**config.mk**
```make
export PLATFORM = sky130hd
export DESIGN_NAME = accessory_power_shutdown_controller_flat
export DESIGN_NICKNAME = d
export VERILOG_FILES = /design/src/design/apsc_pkg.sv /design/src/design/apsc_if.sv /design/src/design/accessory_power_shutdown_controller.sv /design/src/design/apsc_cfg_regs.sv /design/src/design/apsc_core.sv /design/src/flat_wrapper.sv
export SDC_FILE = /design/constraint.sdc
export NUM_CORES = 1
export LEC_CHECK = 0
export ABC_AREA = 1
export BUFFER_PORTS_ARGS = -buffer_cell sky130_fd_sc_hd__buf_2
export CAP_MARGIN = 15
export CORE_ASPECT_RATIO = 0.8
export CORE_MARGIN = 5
export CORE_UTILIZATION = 45
export DETAILED_ROUTE_END_ITERATION = 6
export PLACE_DENSITY = 0.62
export REMOVE_ABC_BUFFERS = 1
export SLEW_MARGIN = 20
export SYNTH_ARGS = -nofsm -noshare
export SYNTH_HDL_FRONTEND = slang
export SYNTH_HIERARCHICAL = 1
export SYNTH_SLANG_ARGS = --single-unit
```
**constraint.sdc**
```tcl
create_clock -name clk -period 6.96 [get_ports clk]
set_input_delay 1.74 -clock clk [delete_from_list [all_inputs] [get_ports clk]]
set_output_delay 1.74 -clock clk [all_outputs]
set_load 0.02 [all_outputs]
```
**src/design/apsc_pkg.sv**
```systemverilog
// ----------------------------------------------------------------------------
// apsc_pkg: shared types and constants of the accessory power controller
// Register indexes, reset values, and the beat layouts of both channels.
// ----------------------------------------------------------------------------
package apsc_pkg;

  localparam int unsigned CFG_INDEX_W = 3;
  localparam int unsigned CFG_DATA_W  = 16;

  typedef enum logic [CFG_INDEX_W-1:0] {
    REG_VOLT_THRESHOLD     = 3'd0,
    REG_SHUTDOWN_TIMEOUT   = 3'd1,
    REG_IGNITION_THRESHOLD = 3'd2,
    REG_UNDERVOLT_LIMIT    = 3'd3,
    REG_REENABLE_DELAY     = 3'd4
  } cfg_reg_e;

  localparam logic [9:0]  VOLT_THRESHOLD_RST     = 10'd110;
  localparam logic [15:0] SHUTDOWN_TIMEOUT_RST   = 16'd6300;
  localparam logic [9:0]  IGNITION_THRESHOLD_RST = 10'd70;
  localparam logic [7:0]  UNDERVOLT_LIMIT_RST    = 8'd240;
  localparam logic [15:0] REENABLE_DELAY_RST     = 16'd30;

  localparam logic [15:0] FORCED_SHUTDOWN_LOAD = 16'd63000;
  localparam logic [10:0] UNDERVOLT_MARGIN     = 11'd2;
  localparam logic [7:0]  UNDERVOLT_MAX        = 8'd255;

  typedef struct packed {
    logic [9:0]  volt_threshold;
    logic [15:0] shutdown_timeout;
    logic [9:0]  ignition_threshold;
    logic [7:0]  undervolt_limit;
    logic [15:0] reenable_delay;
  } cfg_t;

  typedef struct packed {
    logic [9:0] ignition_level;
    logic [9:0] supply_level;
    logic [9:0] switch_positions;
    logic [3:0] trip_flags;
    logic       second_tick;
  } reading_t;

  typedef struct packed {
    logic [6:0]  accessory_enables;
    logic [2:0]  main_relays;
    logic        low_current_relay;
    logic        led_on;
    logic        power_off;
    logic [3:0]  tripped_mask;
    logic [15:0] shutdown_count;
    logic [7:0]  undervolt_count;
  } report_t;

endpackage

```
**src/design/apsc_if.sv**
```systemverilog
// ----------------------------------------------------------------------------
// apsc_if: valid/ready channels of the accessory power controller
// One interface for the reading beats, one for the report beats.
// ----------------------------------------------------------------------------
interface apsc_reading_if;
  logic       valid;
  logic       ready;
  logic [9:0] ignition_level;
  logic [9:0] supply_level;
  logic [9:0] switch_positions;
  logic [3:0] trip_flags;
  logic       second_tick;

  modport source (output valid, ignition_level, supply_level, switch_positions,
                  trip_flags, second_tick, input ready);
  modport sink   (input valid, ignition_level, supply_level, switch_positions,
                  trip_flags, second_tick, output ready);
endinterface

interface apsc_report_if;
  logic        valid;
  logic        ready;
  logic [6:0]  accessory_enables;
  logic [2:0]  main_relays;
  logic        low_current_relay;
  logic        led_on;
  logic        power_off;
  logic [3:0]  tripped_mask;
  logic [15:0] shutdown_count;
  logic [7:0]  undervolt_count;

  modport source (output valid, accessory_enables, main_relays, low_current_relay,
                  led_on, power_off, tripped_mask, shutdown_count, undervolt_count,
                  input ready);
  modport sink   (input valid, accessory_enables, main_relays, low_current_relay,
                  led_on, power_off, tripped_mask, shutdown_count, undervolt_count,
                  output ready);
endinterface

```
**src/design/accessory_power_shutdown_controller.sv**
```systemverilog
// ----------------------------------------------------------------------------
// accessory_power_shutdown_controller: accessory and relay power sequencing
// Top level: input register, control pass, report register, config port.
// ----------------------------------------------------------------------------
// Each reading beat is one control pass and yields exactly one report beat.
// A reading is captured in an input register; once the report register has
// room, the control pass evaluates it against the held controller state,
// commits the new state and loads the report register, which holds the
// report beat until it is taken.
// One reading can be accepted every cycle while the report sink keeps up: the
// pass is a single level of compares and counter updates, and the input
// stage keeps accepting while the report register is empty or being drained.
// When the report sink stalls, the input register fills and then ready drops.
// Configuration registers are written through cfg_we/cfg_index/cfg_data and
// should only change while no reading is in flight.
module accessory_power_shutdown_controller (
  input  logic                             clk,
  input  logic                             rst,
  input  logic                             cfg_we,
  input  logic [apsc_pkg::CFG_INDEX_W-1:0] cfg_index,
  input  logic [apsc_pkg::CFG_DATA_W-1:0]  cfg_data,
  apsc_reading_if.sink                     reading,
  apsc_report_if.source                    report
);

  apsc_pkg::cfg_t     cfg;
  apsc_pkg::reading_t rd_in;
  apsc_pkg::reading_t rd_held;
  apsc_pkg::report_t  rpt_pass;
  apsc_pkg::report_t  rpt_held;
  logic               rd_valid;
  logic               rpt_valid;
  logic               step;

  apsc_cfg_regs u_cfg (
    .clk       (clk),
    .rst       (rst),
    .cfg_we    (cfg_we),
    .cfg_index (cfg_index),
    .cfg_data  (cfg_data),
    .cfg       (cfg)
  );

  assign rd_in.ignition_level   = reading.ignition_level;
  assign rd_in.supply_level     = reading.supply_level;
  assign rd_in.switch_positions = reading.switch_positions;
  assign rd_in.trip_flags       = reading.trip_flags;
  assign rd_in.second_tick      = reading.second_tick;

  // A held reading is processed when the report register has room.
  assign step          = rd_valid && (!rpt_valid || report.ready);
  assign reading.ready = !rd_valid || step;

  always_ff @(posedge clk) begin
    if (rst) begin
      rd_valid <= 1'b0;
    end else if (reading.ready) begin
      rd_valid <= reading.valid;
    end
  end

  always_ff @(posedge clk) begin
    if (reading.valid && reading.ready) begin
      rd_held <= rd_in;
    end
  end

  apsc_core u_core (
    .clk  (clk),
    .rst  (rst),
    .step (step),
    .cfg  (cfg),
    .rd   (rd_held),
    .rpt  (rpt_pass)
  );

  always_ff @(posedge clk) begin
    if (rst) begin
      rpt_valid <= 1'b0;
    end else if (step) begin
      rpt_valid <= 1'b1;
    end else if (report.ready) begin
      rpt_valid <= 1'b0;
    end
  end

  always_ff @(posedge clk) begin
    if (step) begin
      rpt_held <= rpt_pass;
    end
  end

  assign report.valid             = rpt_valid;
  assign report.accessory_enables = rpt_held.accessory_enables;
  assign report.main_relays       = rpt_held.main_relays;
  assign report.low_current_relay = rpt_held.low_current_relay;
  assign report.led_on            = rpt_held.led_on;
  assign report.power_off         = rpt_held.power_off;
  assign report.tripped_mask      = rpt_held.tripped_mask;
  assign report.shutdown_count    = rpt_held.shutdown_count;
  assign report.undervolt_count   = rpt_held.undervolt_count;

  // An accepted reading always occupies the input register next cycle.
  a_rd_capture: assert property (@(posedge clk) disable iff (rst)
    reading.valid && reading.ready |=> rd_valid)
    else $error("accepted reading not held");

  // A processed pass always presents a report next cycle.
  a_rpt_load: assert property (@(posedge clk) disable iff (rst)
    step |=> rpt_valid)
    else $error("processed pass produced no report");

  // A power-off pulse comes with a cleared shutdown counter.
  a_pwr_off_clears: assert property (@(posedge clk) disable iff (rst)
    rpt_valid && rpt_held.power_off |-> rpt_held.shutdown_count == 16'd0)
    else $error("power off with nonzero shutdown count");

endmodule

```
**src/design/apsc_cfg_regs.sv**
```systemverilog
// ----------------------------------------------------------------------------
// apsc_cfg_regs: configuration registers
// Write-only register file; each register loads the low bits of the data that fit its width.
// ----------------------------------------------------------------------------
module apsc_cfg_regs (
  input  logic                               clk,
  input  logic                               rst,
  input  logic                               cfg_we,
  input  logic [apsc_pkg::CFG_INDEX_W-1:0]   cfg_index,
  input  logic [apsc_pkg::CFG_DATA_W-1:0]    cfg_data,
  output apsc_pkg::cfg_t                     cfg
);

  always_ff @(posedge clk) begin
    if (rst) begin
      cfg.volt_threshold     <= apsc_pkg::VOLT_THRESHOLD_RST;
      cfg.shutdown_timeout   <= apsc_pkg::SHUTDOWN_TIMEOUT_RST;
      cfg.ignition_threshold <= apsc_pkg::IGNITION_THRESHOLD_RST;
      cfg.undervolt_limit    <= apsc_pkg::UNDERVOLT_LIMIT_RST;
      cfg.reenable_delay     <= apsc_pkg::REENABLE_DELAY_RST;
    end else if (cfg_we) begin
      case (cfg_index)
        apsc_pkg::REG_VOLT_THRESHOLD:     cfg.volt_threshold     <= cfg_data[9:0];
        apsc_pkg::REG_SHUTDOWN_TIMEOUT:   cfg.shutdown_timeout   <= cfg_data;
        apsc_pkg::REG_IGNITION_THRESHOLD: cfg.ignition_threshold <= cfg_data[9:0];
        apsc_pkg::REG_UNDERVOLT_LIMIT:    cfg.undervolt_limit    <= cfg_data[7:0];
        apsc_pkg::REG_REENABLE_DELAY:     cfg.reenable_delay     <= cfg_data;
        default: begin
        end
      endcase
    end
  end

endmodule

```
**src/design/apsc_core.sv**
```systemverilog
// ----------------------------------------------------------------------------
// apsc_core: control pass logic and controller state
// Computes one control pass from the held state and a reading, and commits
// the new state when the pass is taken.
// ----------------------------------------------------------------------------
module apsc_core (
  input  logic               clk,
  input  logic               rst,
  input  logic               step,
  input  apsc_pkg::cfg_t     cfg,
  input  apsc_pkg::reading_t rd,
  output apsc_pkg::report_t  rpt
);

  logic [6:0]  accessory_state, accessory_state_next;
  logic [2:0]  relay_state, relay_state_next;
  logic        low_current_state, low_current_state_next;
  logic        led_state, led_state_next;
  logic        ignition_seen, ignition_seen_next;
  logic [7:0]  undervolt_counter, undervolt_counter_next;
  logic [15:0] shutdown_counter, shutdown_counter_next;
  logic [15:0] reenable_counter, reenable_counter_next;
  logic [3:0]  trip_latch, trip_latch_next;
  logic        power_off;

  function automatic logic [7:0] uv_inc(input logic [7:0] c);
    return (c == apsc_pkg::UNDERVOLT_MAX) ? c : c + 8'd1;
  endfunction

  always_comb begin
    accessory_state_next   = accessory_state & ~{rd.trip_flags, 3'b000};
    trip_latch_next        = trip_latch | rd.trip_flags;
    relay_state_next       = relay_state;
    low_current_state_next = low_current_state;
    led_state_next         = led_state;
    ignition_seen_next     = ignition_seen;
    undervolt_counter_next = undervolt_counter;
    shutdown_counter_next  = shutdown_counter;
    reenable_counter_next  = reenable_counter;
    power_off              = 1'b0;

    if (rd.ignition_level < cfg.ignition_threshold) begin
      ignition_seen_next   = 1'b0;
      accessory_state_next = accessory_state_next & rd.switch_positions[9:3];
      relay_state_next     = relay_state & rd.switch_positions[2:0];

      // Deep undervolt counts twice per pass.
      if ({1'b0, rd.supply_level} + apsc_pkg::UNDERVOLT_MARGIN
          < {1'b0, cfg.volt_threshold}) begin
        undervolt_counter_next = uv_inc(undervolt_counter_next);
      end
      if (rd.supply_level < cfg.volt_threshold) begin
        led_state_next         = ~led_state_next;
        undervolt_counter_next = uv_inc(undervolt_counter_next);
        if (undervolt_counter_next > cfg.undervolt_limit) begin
          shutdown_counter_next = apsc_pkg::FORCED_SHUTDOWN_LOAD;
        end
      end else begin
        undervolt_counter_next = '0;
      end

      if (rd.second_tick) begin
        led_state_next        = ~led_state_next;
        shutdown_counter_next = shutdown_counter_next + 16'd1;
        reenable_counter_next = reenable_counter + 16'd1;
        if (shutdown_counter_next > cfg.shutdown_timeout) begin
          shutdown_counter_next = '0;
          power_off             = 1'b1;
        end
      end
    end else begin
      if (reenable_counter > cfg.reenable_delay) begin
        reenable_counter_next = '0;
        accessory_state_next  = '1;
        trip_latch_next       = '0;
      end
      if (!ignition_seen) begin
        accessory_state_next = '1;
        ignition_seen_next   = 1'b1;
      end
      relay_state_next       = '1;
      low_current_state_next = 1'b1;
      undervolt_counter_next = '0;
      shutdown_counter_next  = '0;
      if (rd.second_tick) begin
        reenable_counter_next = reenable_counter_next + 16'd1;
      end
    end
  end

  always_ff @(posedge clk) begin
    if (rst) begin
      accessory_state   <= '0;
      relay_state       <= '0;
      low_current_state <= 1'b0;
      led_state         <= 1'b1;
      ignition_seen     <= 1'b0;
      undervolt_counter <= '0;
      shutdown_counter  <= '0;
      reenable_counter  <= '0;
      trip_latch        <= '0;
    end else if (step) begin
      accessory_state   <= accessory_state_next;
      relay_state       <= relay_state_next;
      low_current_state <= low_current_state_next;
      led_state         <= led_state_next;
      ignition_seen     <= ignition_seen_next;
      undervolt_counter <= undervolt_counter_next;
      shutdown_counter  <= shutdown_counter_next;
      reenable_counter  <= reenable_counter_next;
      trip_latch        <= trip_latch_next;
    end
  end

  assign rpt.accessory_enables = accessory_state_next;
  assign rpt.main_relays       = relay_state_next;
  assign rpt.low_current_relay = low_current_state_next;
  assign rpt.led_on            = led_state_next;
  assign rpt.power_off         = power_off;
  assign rpt.tripped_mask      = trip_latch_next;
  assign rpt.shutdown_count    = shutdown_counter_next;
  assign rpt.undervolt_count   = undervolt_counter_next;

endmodule
```
**src/flat_wrapper.sv**
```systemverilog
// flat-port wrapper written by rule: the top's interface ports become plain ports
module accessory_power_shutdown_controller_flat 
  (clk, rst, cfg_we, cfg_index, cfg_data, reading_valid, reading_ignition_level, reading_supply_level, reading_switch_positions, reading_trip_flags, reading_second_tick, reading_ready, report_valid, report_accessory_enables, report_main_relays, report_low_current_relay, report_led_on, report_power_off, report_tripped_mask, report_shutdown_count, report_undervolt_count, report_ready);
  apsc_reading_if reading_i ();
  apsc_report_if report_i ();
  input  logic clk;
  input  logic rst;
  input  logic cfg_we;
  input  logic [apsc_pkg::CFG_INDEX_W-1:0] cfg_index;
  input  logic [apsc_pkg::CFG_DATA_W-1:0] cfg_data;
  input wire logic [$bits(reading_i.valid)-1:0] reading_valid;
  input wire logic [$bits(reading_i.ignition_level)-1:0] reading_ignition_level;
  input wire logic [$bits(reading_i.supply_level)-1:0] reading_supply_level;
  input wire logic [$bits(reading_i.switch_positions)-1:0] reading_switch_positions;
  input wire logic [$bits(reading_i.trip_flags)-1:0] reading_trip_flags;
  input wire logic [$bits(reading_i.second_tick)-1:0] reading_second_tick;
  output wire logic [$bits(reading_i.ready)-1:0] reading_ready;
  output wire logic [$bits(report_i.valid)-1:0] report_valid;
  output wire logic [$bits(report_i.accessory_enables)-1:0] report_accessory_enables;
  output wire logic [$bits(report_i.main_relays)-1:0] report_main_relays;
  output wire logic [$bits(report_i.low_current_relay)-1:0] report_low_current_relay;
  output wire logic [$bits(report_i.led_on)-1:0] report_led_on;
  output wire logic [$bits(report_i.power_off)-1:0] report_power_off;
  output wire logic [$bits(report_i.tripped_mask)-1:0] report_tripped_mask;
  output wire logic [$bits(report_i.shutdown_count)-1:0] report_shutdown_count;
  output wire logic [$bits(report_i.undervolt_count)-1:0] report_undervolt_count;
  input wire logic [$bits(report_i.ready)-1:0] report_ready;
  assign reading_i.valid = reading_valid;
  assign reading_i.ignition_level = reading_ignition_level;
  assign reading_i.supply_level = reading_supply_level;
  assign reading_i.switch_positions = reading_switch_positions;
  assign reading_i.trip_flags = reading_trip_flags;
  assign reading_i.second_tick = reading_second_tick;
  assign reading_ready = reading_i.ready;
  assign report_valid = report_i.valid;
  assign report_accessory_enables = report_i.accessory_enables;
  assign report_main_relays = report_i.main_relays;
  assign report_low_current_relay = report_i.low_current_relay;
  assign report_led_on = report_i.led_on;
  assign report_power_off = report_i.power_off;
  assign report_tripped_mask = report_i.tripped_mask;
  assign report_shutdown_count = report_i.shutdown_count;
  assign report_undervolt_count = report_i.undervolt_count;
  assign report_i.ready = report_ready;
  accessory_power_shutdown_controller u_core (.clk(clk), .rst(rst), .cfg_we(cfg_we), .cfg_index(cfg_index), .cfg_data(cfg_data), .reading(reading_i), .report(report_i));
endmodule
```
==> reports/summary.txt, run 1 <==
Status: completed
Wirelength per Cell: 13.9 um
Fill cells: 2328
Initial DRC Count: 700
Period utilization: 0.909
Req. time, crit path: 7150 ps
Critical Path Fanout Max: 9
Share of the synthesized area in the top cell type: 0.217
Clk buf depth: 2
Synthesized cell area: 0.0110 sq mm
Slew Viols, Final: 0
Clk Latency, worst-skew pair: 440 ps
Routability cong.: 0.899
Top cells by area, synth: dfxtp_1, edfxtp_1, nand2_1
Hold Path Class: flip-flop to flip-flop
CTS Buf Count: 17
Critical Path Sink: u_core/report.shutdown_count[10]$_DFFE_PP_
CTS tree: built
Grt total ovfl: 0
Reg2Reg Capture Point: u_core/report.shutdown_count[10]$_DFFE_PP_
Global-route wire length before repair: 42.5 mm
Die footprint: 0.0277 sq mm
Layout cell share with drive strength beyond 1: 0.134
Setup Skew: 13.3 ps
DP Wirelength: 18.8 mm
R2r worst-path depth: 48
Core Region: 0.0242 sq mm
Routed via count: 9353
Antenna cell count: 0
Drt total wl: 26.0 mm
Root Driver: clkbuf_16
Pwr Density: 222 mW/mm^2
Clock power frac: 0.348
Lkg Pwr: 6.08 nW
DRC viols: 0
Max incr delay on CP: 440 ps
Starting Density: 0.455
Reg-to-reg setup timing slack: 630 ps
Most common cell on crit path: nand2_1
I/O pin count: 102
Main flop type after synthesis: dfxtp_1
Clock transition at the registers of the reported paths: 80 ps
Fmax: 0.158 GHz
Slowest CP cell: edfxtp_1
Synth top cells by count: nand2_1, inv_1, nor2_1, dfxtp_1, nand3_1
Nets: 1666
Routed vias/inst: 5.02
Max-cap violations: 0
Rows: 51
Crit. End Element: flip-flop
Setup WS pre-CTS: 353 ps
Asr flop ratio synth: 0
Peak VDD IR: 0.167 mV
Final setup fails: 0
Net Sw Frac: 0.309
Gate Count Post-Synth: 1445
Pre-antenna DRT Iters: 5
Non-Filler Instances: 1865
CP Class: flip-flop to flip-flop
Yosys warnings: 6
Buf/Inv on CP: 6
Crit path DAT: 6520 ps
Synth Area per Inst: 7.61 sq um
R2r startpoint: u_core/rd_held[18]$_DFFE_PP_
Flop pwr share: 0.475
Hold Vio Cnt, Final: 0
Largest area contributor in the netlist: dfxtp_1
Htree depth: 4
Critical Path Source: u_core/rd_held[18]$_DFFE_PP_
Register area share after synthesis: 0.424
Worst-margin pin slew: 857 ps
Largest delay contributor family on the critical path: simple AND/OR/NAND/NOR gates
Critical Path Stages: 48
Post-route setup slack: 632 ps
Die Wd: 185 um
Vias in the first global route: 8733
CP startpoint kind: flip-flop
RSZ-0062 raised after global routing: no
Post-layout minimum cycle time: 6330 ps
Comb pwr share: 0.177
Antenna Nets Post-Route: 0
#FFs+latches synth: 195
Cells after DPL: 1829
Height of the die: 150 um
NetSw: 0.000850 W
Count leader, synth: nand2_1
Area growth syn-to-layout: 12.7%
Sink Count: 195
Relative slew slack: 0.428
Antenna violations before repair: 0
Setup TNS: 0 ps
Largest net degree at the start of global routing: 90
P_int: 0.00190 W
Number of synthesized flops with an enable pin: 76
Distinct cells, synth: 52
Total Routing Usage GR: 0.189
Number of port buffers: 101
tightest hold or removal path, delay by kind of cell, from the launching register on:
family / cells / cell delay (ps)
buffers and inverters: 1 / 60
flip-flops: 1 / 300
AO/OA/AOI/OAI: 1 / 60
power groups by stage:
| stage | logic, W | clock network, W | registers, W |
|---|---|---|---|
| CTS | 0.000484 | 0.000978 | 0.00131 |
| floorplan | 0.000321 | 0 | 0.00134 |
| global route | 0.000555 | 0.00102 | 0.00131 |
| detailed placement | 0.000481 | 0 | 0.00133 |
| finish | 0.000487 | 0.000954 | 0.00130 |
| global placement | 0.000472 | 0 | 0.00133 |
routing by layer:
metal	vias up	share of wire	wire length (um)	track usage
met5	-	0	0	0
met4	0	0.012	311	0.0466
met2	205	0.45	11700	0.303
li1	4863	-	-	-
met1	4260	0.49	12800	0.266
met3	25	0.045	1180	0.0348
stage by stage:
| step | total power (W) | instance area (sq um) | utilization | hold slack [ps] |
|---|---|---|---|---|
| after floorplan | 0.00166 | 10800 | - | 429 |
| after global placement | 0.00180 | 11800 | 0.487 | 442 |
| after detailed placement | 0.00181 | 11800 | 0.487 | 448 |
| after CTS | 0.00277 | 12300 | 0.510 | 467 |
| after global routing | 0.00289 | 12400 | 0.512 | 487 |
| final | 0.00275 | 12400 | 0.512 | 464 |
area by class of cell:
type / instances / area, sq um / share of cell area
multi-input cells: 977 / 5300 / 0.428
flip-flops and latches: 195 / 4660 / 0.376
inverters: 228 / 858 / 0.0693
repair buffers: 115 / 611 / 0.0493
clock buffers: 17 / 425 / 0.0343
well taps: 318 / 398 / 0.0321
clock inverters: 15 / 138 / 0.0111
sequential cells by signal (all words and copies together), names as in the netlist, 3 cells and up:
register	count
u_core/rd_held	35
u_core/report.accessory_enables	7
u_core/report.main_relays	3
u_core/report.shutdown_count	16
u_core/report.tripped_mask	4
u_core/report.undervolt_count	8
u_core/u_cfg/cfg	60
u_core/u_core/accessory_state	7
u_core/u_core/reenable_counter	16
u_core/u_core/relay_state	3
u_core/u_core/shutdown_counter	16
u_core/u_core/trip_latch	4
u_core/u_core/undervolt_counter	8
layout by cell type (no fill, tap or decap), types with 6 or more instances in the layout:
cell type / Yosys / layout
a31oi_1: 11 / 11
nand2_2: 10 / 11
inv_1: 217 / 217
o21ai_0: 73 / 73
inv_2: 8 / 8
inv_6: 0 / 7
buf_4: 8 / 14
nand3_1: 118 / 117
nand3_2: 6 / 7
xor2_1: 27 / 27
buf_2: 10 / 101
nor2_2: 11 / 11
a21oi_1: 95 / 94
nand4_1: 16 / 16
ha_1: 73 / 73
nor2_1: 146 / 145
edfxtp_1: 76 / 76
clkbuf_16: 0 / 17
nand3b_1: 6 / 6
nor2_4: 6 / 7
dfxtp_1: 119 / 119
nand2_1: 326 / 324
logic make-up after synthesis:
logic type	after synthesis	share of synthesized area
fa+ha+maj	73	0.0830
buf+inv	273	0.0972
xor+xnor	32	0.0255
simple gates	662	0.265
flops	195	0.424
compound gates	210	0.105
worst min-delay path by stage:
stage	endpoint	from	cells after the start	slack, ps
global placement	u_core/u_cfg/cfg[23]$_SDFFE_PP1P_	u_core/u_cfg/cfg[23]$_SDFFE_PP1P_	2	440
floorplan	u_core/u_cfg/cfg[20]$_SDFFE_PP1P_	u_core/u_cfg/cfg[20]$_SDFFE_PP1P_	2	430
finish	u_core/u_core/low_current_state$_SDFFE_PP0P_	u_core/u_core/low_current_state$_SDFFE_PP0P_	2	460
detailed placement	u_core/u_cfg/cfg[21]$_SDFFE_PP1P_	u_core/u_cfg/cfg[21]$_SDFFE_PP1P_	2	450
global route	u_core/u_cfg/cfg[22]$_SDFFE_PP1P_	u_core/u_cfg/cfg[22]$_SDFFE_PP1P_	2	490
CTS	u_core/u_core/low_current_state$_SDFFE_PP0P_	u_core/u_core/low_current_state$_SDFFE_PP0P_	2	470
timing repair:
item                                    CTS  global route
endpoints found under the setup margin    0            31
resized for setup                         0             6
buffers inserted                          0             4
hold buffers                              0             0
(Power assumes the default switching activity.)
==> inputs of run 2 (changes only) <==
- MAX_ROUTING_LAYER: unset -> met4
- PLACE_DENSITY: 0.62 -> 0.71
- TNS_END_PERCENT: unset -> 10
==> run 2 against run 1 <==
Compared with the run above:
- critical path depth rose by 1
- clock power increased by 3.9%
- largest power group unchanged
- power is 1.4% higher
- sequential cell count is the same
- hold slack lost 4.8 ps
- sequential power about the same
- sequential share of layout area is 0.20 points lower
==> reports/summary.txt, run 2 (synthesis gave the netlist of run 1 again) <==
Status: completed
Fill cells: 2294
Final core occ: 0.515
Top Registers: u_core/u_cfg/cfg: 60 flops, u_core/rd_held: 35 flops
Relative slew slack: 0.447
Antenna Nets Post-Route: 0
Routed vias/inst: 5.03
Pwr Density: 224 mW/mm^2
Most common cell on crit path: nand2_1
Largest reg by FF count: u_core/u_cfg/cfg
Global-route wire length before repair: 43.0 mm
DP Wirelength: 18.8 mm
Crit path DAT: 6490 ps
Htree depth: 4
Grt total ovfl: 0
Slew Viols, Final: 0
Sink Count: 195
Wirelength per Cell: 13.9 um
CP Class: flip-flop to flip-flop
Fmax: 0.159 GHz
Most frequent cells in the layout: nand2_1, inv_1, nor2_1
Starting Density: 0.455
Clk buf depth: 2
DRC viols: 0
Nets: 1670
I/O pin count: 102
Crit. End Element: flip-flop
Routed via count: 9403
CTS tree: built
Commonest non-fill, non-tap cell in the layout: nand2_1
Die footprint: 0.0277 sq mm
Critical Path Fanout Max: 9
Worst-margin pin slew: 829 ps
Layout cell share with drive strength beyond 1: 0.137
Antenna violations before repair: 1
R2r startpoint: u_core/rd_held[16]$_DFFE_PP_
Rows: 51
Clock transition at the registers of the reported paths: 80 ps
CP startpoint kind: flip-flop
Core Region: 0.0242 sq mm
Critical Path Source: u_core/rd_held[16]$_DFFE_PP_
Max-cap violations: 0
Peak VDD IR: 0.165 mV
Routability cong.: 0.871
Number of flip-flops in the largest register: 60
Area growth syn-to-layout: 13.3%
Hold Path Class: flip-flop to flip-flop
Req. time, crit path: 7150 ps
Setup WS pre-CTS: 424 ps
Buf/Inv on CP: 8
Largest delay contributor family on the critical path: simple AND/OR/NAND/NOR gates
Worst Min Path Start: u_core/u_core/low_current_state$_SDFFE_PP0P_
Post-layout minimum cycle time: 6300 ps
Number of port buffers: 101
Pre-antenna DRT Iters: 6
Max incr delay on CP: 420 ps
Period utilization: 0.906
Drt total wl: 26.1 mm
Pwr Total: 0.00279 W
Vias in the first global route: 8889
Initial DRC Count: 748
Root Driver: clkbuf_16
Height of the die: 150 um
CTS Buf Count: 17
Post-route setup slack: 658 ps
Die Wd: 185 um
Lkg Pwr: 6.11 nW
Setup Skew: 16.7 ps
Total Routing Usage GR: 0.195
Largest net degree at the start of global routing: 86
Clk Latency, worst-skew pair: 440 ps
Final setup fails: 0
Hold Vio Cnt, Final: 0
Slowest CP cell: edfxtp_1
-- run 2: cell types whose count changed in the layout (fill, tap and decap cells not counted), moves of 2 or more --
cell,delta
buf_4,+4
clkinv_4,+2
nor2_1,-2
nor2_2,+2
-- run 2: worst register-to-register path: cells and delay by family (launching register included) --
family	cells	cell delay (ps)
buffers and inverters	8	540
AO/OA/AOI/OAI	4	390
flip-flops	1	420
adder cells (fa/ha/maj)	6	1470
AND/OR/NAND/NOR	30	3030
XOR/XNOR	1	230
-- run 2: metrics by stage --
| step | hold slack, ps | TNS, ps | cells | area, sq um |
|---|---|---|---|---|
| final | 459 | 0 | 1870 | 12500 |
| after global routing | 499 | -65.6 | 1870 | 12500 |
| after CTS | 461 | 0 | 1861 | 12400 |
| after detailed placement | 450 | 0 | 1829 | 11800 |
| after global placement | 443 | 0 | 1829 | 11800 |
| after floorplan | 429 | -13500 | 1400 | 10800 |
-- run 2: routing by layer --
metal / GRT usage / part of all wire / vias up / wire [um]
li1: - / - / 4863 / -
met1: 0.262 / 0.47 / 4298 / 12300
met2: 0.315 / 0.47 / 219 / 12300
met3: 0.0294 / 0.046 / 23 / 1210
met4: 0.0415 / 0.011 / 0 / 276
met5: - / 0 / - / 0
-- run 2: path summary, 6_finish.rpt --
path | slack, ps | cells past startpoint | to
min | 460 | 2 | u_core/u_core/low_current_state$_SDFFE_PP0P_
max | 660 | 49 | u_core/report.shutdown_count[6]$_DFFE_PP_
max reg2reg | 660 | 49 | u_core/report.shutdown_count[6]$_DFFE_PP_
min reg2reg | 460 | 2 | u_core/u_core/low_current_state$_SDFFE_PP0P_
-- run 2: final cells by class --
type	instances	area (sq um)	share of cell area
clock inverters	15	169	0.0136
repair buffers	119	641	0.0514
inverters	228	858	0.0689
well taps	318	398	0.0319
flip-flops and latches	195	4660	0.374
clock buffers	17	425	0.0341
multi-input cells	977	5300	0.426
diodes	1	2.50	0.000201
-- run 2: what timing repair did --
item / CTS / global route
hold buffers: 0 / 0
resized for setup: 0 / 6
endpoints found under the setup margin: 0 / 31
buffers inserted: 0 / 8
-- run 2: power by group --
group / internal [W] / switching, W / total [W]
Combinational: 0.000164 / 0.000325 / 0.000489
Clock: 0.000513 / 0.000478 / 0.000991
Sequential: 0.00126 / 0.0000468 / 0.00131
